--- config.mk ---
export PLATFORM = sky130hd
export DESIGN_NAME = pte_ctrl
export DESIGN_NICKNAME = d
export VERILOG_FILES = /design/src/design/pte_pkg.sv /design/src/design/pte_ctrl.sv
export SDC_FILE = /design/constraint.sdc
export NUM_CORES = 1
export LEC_CHECK = 0
export BUFFER_PORTS_ARGS = -buffer_cell sky130_fd_sc_hd__buf_2
export CAP_MARGIN = 20
export CORE_MARGIN = 4
export CORE_UTILIZATION = 55
export DETAILED_ROUTE_END_ITERATION = 8
export HOLD_SLACK_MARGIN = 0.02
export PLACE_DENSITY = 0.95
export SLEW_MARGIN = 15
export SYNTH_ARGS = -nofsm -noshare
export SYNTH_HDL_FRONTEND = slang
export SYNTH_SLANG_ARGS = --single-unit
export TNS_END_PERCENT = 30
--- constraint.sdc ---
create_clock -name clk -period 5 [get_ports clk]
set_input_delay 0.75 -clock clk [delete_from_list [all_inputs] [get_ports clk]]
set_output_delay 0.75 -clock clk [all_outputs]
set_load 0.005 [all_outputs]
--- src/design/pte_pkg.sv ---
// Shared types, field widths and codes for the particle table core.
package pte_pkg;

	localparam int SLOT_W = 6;
	localparam int CNT_W  = 7;
	localparam int POS_W  = 24;
	localparam int VEL_W  = 20;
	localparam int DT_W   = 16;
	localparam int SPD_W  = 11;
	localparam int LIM_W  = 19;
	localparam int SQ_W   = 40;
	localparam int ROOT_W = 20;
	localparam int QUO_W  = 19;

	localparam logic [1:0] MODE_CREATE = 2'd0;
	localparam logic [1:0] MODE_STEP   = 2'd1;
	localparam logic [1:0] MODE_READ   = 2'd2;
	localparam logic [1:0] MODE_CLEAR  = 2'd3;

	localparam logic [2:0] KIND_CREATED = 3'd0;
	localparam logic [2:0] KIND_FULL    = 3'd1;
	localparam logic [2:0] KIND_STEP    = 3'd2;
	localparam logic [2:0] KIND_READ    = 3'd3;
	localparam logic [2:0] KIND_CLEARED = 3'd4;

	localparam logic [1:0] REG_WIDTH  = 2'd0;
	localparam logic [1:0] REG_HEIGHT = 2'd1;
	localparam logic [1:0] REG_BOUNDS = 2'd2;
	localparam logic [1:0] REG_SPEED  = 2'd3;

	localparam logic DIV_X = 1'b0;
	localparam logic DIV_Y = 1'b1;

	typedef struct packed {
		logic [1:0]              mode;
		logic [SLOT_W-1:0]       slot_id;
		logic [POS_W-1:0]        start_x;
		logic [POS_W-1:0]        start_y;
		logic signed [VEL_W-1:0] start_vx;
		logic signed [VEL_W-1:0] start_vy;
		logic [DT_W-1:0]         time_step;
	} in_t;

	typedef struct packed {
		logic [2:0]              kind;
		logic [SLOT_W-1:0]       slot;
		logic                    is_active;
		logic [POS_W-1:0]        x_pos;
		logic [POS_W-1:0]        y_pos;
		logic signed [VEL_W-1:0] x_vel;
		logic signed [VEL_W-1:0] y_vel;
		logic [CNT_W-1:0]        live_count;
		logic                    last;
	} out_t;

	typedef struct packed {
		logic              take_in;
		logic              load_in;
		logic              load_mem;
		logic              mul;
		logic              move;
		logic              sq;
		logic              root_start;
		logic              div_start;
		logic              div_sel;
		logic              wb;
		logic              set_live;
		logic              clr_all;
		logic              emit;
		logic [2:0]        kind;
		logic [SLOT_W-1:0] slot;
		logic              active;
		logic              last;
	} cmd_t;

	typedef struct packed {
		logic live;
		logic over;
		logic root_done;
		logic div_done;
		logic out_free;
	} sts_t;

endpackage

--- src/design/pte_ctrl.sv ---
// Controller: sequences create scans, per-slot Euler steps, reads, clears and result words.
module pte_ctrl #(
	parameter int SLOT_COUNT = 64,
	parameter int IDX_W      = 6
) (
	input  logic                       clk,
	input  logic                       arst_n,
	input  logic                       in_valid,
	output logic                       in_stall,
	input  logic [1:0]                 mode,
	input  logic [pte_pkg::SLOT_W-1:0] slot_id,
	output pte_pkg::cmd_t              cmd,
	output logic [IDX_W-1:0]           addr,
	input  pte_pkg::sts_t              sts
);
	import pte_pkg::*;

	localparam logic [3:0] S_IDLE = 4'd0;
	localparam logic [3:0] S_SCAN = 4'd1;
	localparam logic [3:0] S_RD   = 4'd2;
	localparam logic [3:0] S_LD   = 4'd3;
	localparam logic [3:0] S_MUL  = 4'd4;
	localparam logic [3:0] S_MOVE = 4'd5;
	localparam logic [3:0] S_SQ   = 4'd6;
	localparam logic [3:0] S_CMP  = 4'd7;
	localparam logic [3:0] S_ROOT = 4'd8;
	localparam logic [3:0] S_DIVX = 4'd9;
	localparam logic [3:0] S_DIVY = 4'd10;
	localparam logic [3:0] S_WB   = 4'd11;
	localparam logic [3:0] S_EMIT = 4'd12;

	localparam logic [CNT_W-1:0] LAST_IDX = CNT_W'(SLOT_COUNT - 1);

	logic [3:0]       state_q, state_d;
	logic [1:0]       mode_q, mode_d;
	logic [CNT_W-1:0] cnt_q, cnt_d;
	logic [2:0]       kind_q, kind_d;
	logic             act_q, act_d;
	logic             accept;
	logic             in_range;

	assign in_stall = state_q != S_IDLE;
	assign accept   = in_valid && !in_stall;
	assign addr     = cnt_q[IDX_W-1:0];
	assign in_range = cnt_q < CNT_W'(SLOT_COUNT);

	always_comb begin
		cmd     = '0;
		state_d = state_q;
		mode_d  = mode_q;
		cnt_d   = cnt_q;
		kind_d  = kind_q;
		act_d   = act_q;
		unique case (state_q)
			S_IDLE: begin
				if (accept) begin
					cmd.take_in = 1'b1;
					mode_d      = mode;
					cnt_d       = '0;
					unique case (mode)
						MODE_CREATE: state_d = S_SCAN;
						MODE_STEP:   state_d = S_RD;
						MODE_READ: begin
							cnt_d   = CNT_W'(slot_id);
							state_d = S_RD;
						end
						MODE_CLEAR: begin
							cmd.clr_all = 1'b1;
							kind_d      = KIND_CLEARED;
							act_d       = 1'b0;
							state_d     = S_EMIT;
						end
					endcase
				end
			end
			S_SCAN: begin
				if (!sts.live) begin
					cmd.load_in  = 1'b1;
					cmd.set_live = 1'b1;
					kind_d       = KIND_CREATED;
					act_d        = 1'b1;
					state_d      = S_WB;
				end else if (cnt_q == LAST_IDX) begin
					kind_d  = KIND_FULL;
					act_d   = 1'b0;
					state_d = S_EMIT;
				end else begin
					cnt_d = cnt_q + CNT_W'(1);
				end
			end
			S_RD: begin
				kind_d = (mode_q == MODE_STEP) ? KIND_STEP : KIND_READ;
				if (in_range && sts.live) begin
					act_d   = 1'b1;
					state_d = S_LD;
				end else begin
					act_d   = 1'b0;
					state_d = S_EMIT;
				end
			end
			S_LD: begin
				cmd.load_mem = 1'b1;
				state_d      = (mode_q == MODE_STEP) ? S_MUL : S_EMIT;
			end
			S_MUL: begin
				cmd.mul = 1'b1;
				state_d = S_MOVE;
			end
			S_MOVE: begin
				cmd.move = 1'b1;
				state_d  = S_SQ;
			end
			S_SQ: begin
				cmd.sq  = 1'b1;
				state_d = S_CMP;
			end
			S_CMP: begin
				if (sts.over) begin
					cmd.root_start = 1'b1;
					state_d        = S_ROOT;
				end else begin
					state_d = S_WB;
				end
			end
			S_ROOT: begin
				if (sts.root_done) begin
					cmd.div_start = 1'b1;
					cmd.div_sel   = DIV_X;
					state_d       = S_DIVX;
				end
			end
			S_DIVX: begin
				if (sts.div_done) begin
					cmd.div_start = 1'b1;
					cmd.div_sel   = DIV_Y;
					state_d       = S_DIVY;
				end
			end
			S_DIVY: begin
				if (sts.div_done) begin
					state_d = S_WB;
				end
			end
			S_WB: begin
				cmd.wb  = 1'b1;
				state_d = S_EMIT;
			end
			S_EMIT: begin
				cmd.emit   = 1'b1;
				cmd.kind   = kind_q;
				cmd.active = act_q;
				cmd.slot   = (kind_q == KIND_FULL || kind_q == KIND_CLEARED) ?
					'0 : cnt_q[SLOT_W-1:0];
				cmd.last   = (mode_q != MODE_STEP) || (cnt_q == LAST_IDX);
				if (sts.out_free) begin
					if (mode_q == MODE_STEP && cnt_q != LAST_IDX) begin
						cnt_d   = cnt_q + CNT_W'(1);
						state_d = S_RD;
					end else begin
						state_d = S_IDLE;
					end
				end
			end
			default: state_d = S_IDLE;
		endcase
	end

	always_ff @(posedge clk or negedge arst_n) begin
		if (!arst_n) begin
			state_q <= S_IDLE;
			mode_q  <= MODE_CREATE;
			cnt_q   <= '0;
			kind_q  <= KIND_CREATED;
			act_q   <= 1'b0;
		end else begin
			state_q <= state_d;
			mode_q  <= mode_d;
			cnt_q   <= cnt_d;
			kind_q  <= kind_d;
			act_q   <= act_d;
		end
	end

endmodule

==> results.md <==
Outcome:
- The flow ran to the end, and the final reports show no timing, DRC or antenna violations.

Die:
- The die is 60.9 um wide.
- The core outline area is 2570 sq um.
- For this design the top-level I/O count stands at 47.
- Once the floorplan was initialized, standard cells occupied 59.9% of the core.
- The floorplan step defined a die boundary enclosing between 3000 and 4000 sq um.
- The number of core rows is 18.
- Measured along the y axis, the die boundary spans 60.9 um.

Placement:
- At the end of routability-driven placement, the weighted congestion stood at 0.930.
- The count of buffers added on input and output ports is 46.
- Once detailed placement completed, the half-perimeter wirelength came to a little under 3 mm.
- Counting tap cells, the placed design contains a total of 242 instances.

Timing:
- The slew at the pin with the worst max-slew slack is around 650 ps.
- Setup repair after global routing left no endpoint under its margin.
- The maximum achievable frequency is around 360 MHz.
- After layout, the worst path uses 56.3% of the clock period.
- Clock skew on the completed layout was measured at around 1.1 ps.
- The final number of hold-violating endpoints was 0.
- The normalized max-slew margin is a little under three fifths.
- The final critical-path required period is 2820 ps.
- After routing, the total negative slack on setup checks comes to 0 ps.
- The number of failing setup endpoints in the final timing report is 0.
- The final number of max-transition violations came to 0.

Synth:
- The number of synthesized flops with an enable pin is 0.
- The synthesized area per cell is slightly above 8 sq um.
- Sequential elements use around 28% of the synthesized area.
- The cell area that synthesis handed to floorplanning was 1540 sq um.
- The net count after synthesis is just over 200.
- The instance count of the mapped netlist is 185.
- By count the netlist is led by sky130_fd_sc_hd__nor2_1 (20), sky130_fd_sc_hd__dfrtp_1 (17), sky130_fd_sc_hd__nand2_1 (12), sky130_fd_sc_hd__o21ai_0 (11), sky130_fd_sc_hd__and2_1 (10).
- The most instantiated flip-flop cell in the synthesis netlist is sky130_fd_sc_hd__dfrtp_1.
- During synthesis, Yosys emitted a total of 0 warnings.
- The portion of synthesized cell area occupied by the leading cell type is 27.7%.
- By area the synthesized netlist is led by sky130_fd_sc_hd__dfrtp_1 (28%), sky130_fd_sc_hd__buf_6 (5.1%), sky130_fd_sc_hd__nor2_1 (4.9%).
- The proportion of register bits with asynchronous set or reset after synthesis is between 90% and 100%.
- The cell taking the most area after synthesis is sky130_fd_sc_hd__dfrtp_1.
- The number of synthesized register bits is 17.
- The most numerous cell in the Yosys netlist is sky130_fd_sc_hd__nor2_1.
- The synthesized netlist contains 54 unique library cells.

Route:
- Once detail routing completed, the nets flagged for antenna violations numbered 0.
- Before antenna repair, the detailed router went through 4 iterations.
- Dividing the detail-routed via count by the number of cells gives 6.14.
- Detailed routing inserted a total of 1510 vias.
- The DRC violation total after the first TritonRoute iteration is 76.
- The routed wirelength normalized by instance count is 15.8 um.
- The final wirelength is between 3 and 4 mm.
- After detailed routing, the number of remaining DRC violations is 0.

Global routing:
- The initial antenna violation count came to 0.
- The number of global-route vias before repair was 1390.
- In the global route stage, overall resource usage came out at 23.0%.
- The largest net degree at the start of global routing is 20.
- The wire length of the first global-routing pass is 6.43 mm.
- The remaining global-route overflow is 0.

Flow run:
- Across the run, the number of max-cap violations was 0.

Clocking:
- The clock latency on the worst-skew pair is approximately 300 ps.
- The number of buffers created by CTS is 3.
- The clock transition at the registers of the reported paths is 110 ps.
- Counting every sink on the clock net gives 17.
- The number of H-tree levels is 1.
- The clock passes through at most 2 buffers.
- The clock tree from TritonCTS is done.
- The number of instances resized during post-cts repair is 0.
- Clock tree synthesis selected as its root buffer the cell sky130_fd_sc_hd__clkbuf_4.
- The number of post-CTS setup repair buffers is 0.
- Buffers inserted to repair hold after CTS numbered 0.

Power and ir drop:
- After layout, the design draws a total of 945 uW.
- The highest ir drop seen on vdd is 0.000342 V.
- The total power divided by cell area is roughly 560 nW/um^2.
- The analysis attributes to cell leakage a power of 0.780 nW.

Critical path:
- The cell family with the largest share of critical-path delay is simple AND/OR/NAND/NOR gates.
- The type of the worst setup path is flip-flop to primary output.
- In this run the critical register-to-register path is launched from state_q[0].
- The critical path starts at state_q[0].
- The arrival time of the worst setup path is 2070 ps.
- The stage delay of the slowest cell on the critical path is 590 ps.
- The number of buffers and inverters on the critical path is 1.
- The slowest cell on the critical path is sky130_fd_sc_hd__dfrtp_1.
- STA classifies the critical path endpoint as a primary output.
- For the worst setup path, the data required time is 4250 ps.
- Walking the worst path, the cells encountered are or2_1, nor3_2, and2_1, buf_2.
- STA classifies the critical path startpoint as a flip-flop.
- The maximum fanout encountered on the critical timing path is 18.

Finish:
- The total number of nets in the final design is 237.
- The number of standard cells in the final layout excluding fillers is around 250.
- The share of layout cells above drive strength 1 is 31.9%.
- The final antenna diode count is 0.
- The filler cells instantiated in the layout total 238.
- Compared with the post-synthesis result, the final layout area differs by 9.11%.

Hold path:
- The type of the most critical hold path is input pin to async pin.
cell usage in the layout (no fill, tap or decap), drive strengths merged, types with 5 or more instances in the layout:
master and instances:
a21oi 9, buf 46, inv 9, dfrtp 17, o21ai 14, nand2b 5
nand2 12, nor3 8, a31oi 5, and2 11, nand3 5, mux2i 5
nor2 21
stage by stage:
stage	cell area (sq um)	worst slack [ps]	hold WS (ps)	utilization, %
after floorplan	1540	2890	454	-
after global placement	1650	2640	485	64.3
after detailed placement	1650	2550	504	64.3
after CTS	1680	2210	367	65.4
after global routing	1680	2050	373	65.4
final	1680	2180	353	65.4
flip-flops by register name, summed over array words and instances, names as in the netlist:
| signal | flops |
|---|---|
| act_q | 1 |
| mode_q | 2 |
| kind_q | 3 |
| cnt_q | 7 |
| state_q | 4 |
cell families after synthesis:
group                      count (synthesis)  share of synthesized area, %
xor gates and xnor gates                   1                         0.570
AOI/OAI and AO/OA                         52                          23.7
DFF                                       17                          27.7
muxes                                      9                          6.18
buffers and inverters                     28                          12.3
and+or+nand+nor                           74                          26.4
adders and majority gates                  4                          3.25
cell type report:
class / count / area, sq um / share of cell area, %
Tap cell: 30 / 37.5 / 2.24
Timing Repair Buffer: 46 / 230 / 13.7
Inverter: 9 / 33.8 / 2.01
Multi-Input combinational cell: 140 / 923 / 55.0
Clock inverter: 1 / 5.00 / 0.298
Sequential cell: 17 / 425 / 25.4
Clock buffer: 3 / 22.5 / 1.34
worst register-to-register path, cell delays in order, from the launching register on:
cell and delay, ps:
sky130_fd_sc_hd__dfrtp_1 590, sky130_fd_sc_hd__or2_1 480, sky130_fd_sc_hd__nor2_4 180, sky130_fd_sc_hd__inv_2 60, sky130_fd_sc_hd__o22ai_2 420, sky130_fd_sc_hd__inv_2 110, sky130_fd_sc_hd__o22a_2 260
power breakdown:
part | total, mW | switching (mW) | internal [mW]
sequential | 0.308 | 0.108 | 0.199
combinational | 0.560 | 0.322 | 0.238
clock | 0.0778 | 0.0479 | 0.0298
total | 0.945 | 0.478 | 0.467
worst paths after layout:
check                        endpoint  depth (start not counted)  slack [ps]
min                        state_q[1]                          1         350
min in group clk            mode_q[0]                          1         530
min reg2reg                 mode_q[0]                          1         530
max in group asynchronous  state_q[2]                          1        4370
max                           cmd[12]                          4        2180
max reg2reg                  cnt_q[3]                          6        2810
per-layer routing:
layer | part of all wire, % | vias up | global-route usage [%] | routed length (um)
met3 | 9.8 | 16 | 4.47 | 382
met4 | 3.1 | 0 | 10.8 | 122
met1 | 42 | 683 | 32.1 | 1640
met2 | 45 | 91 | 34.0 | 1760
li1 | - | 720 | - | -
met5 | 0 | - | 0 | 0
(Power assumes the default switching activity.)
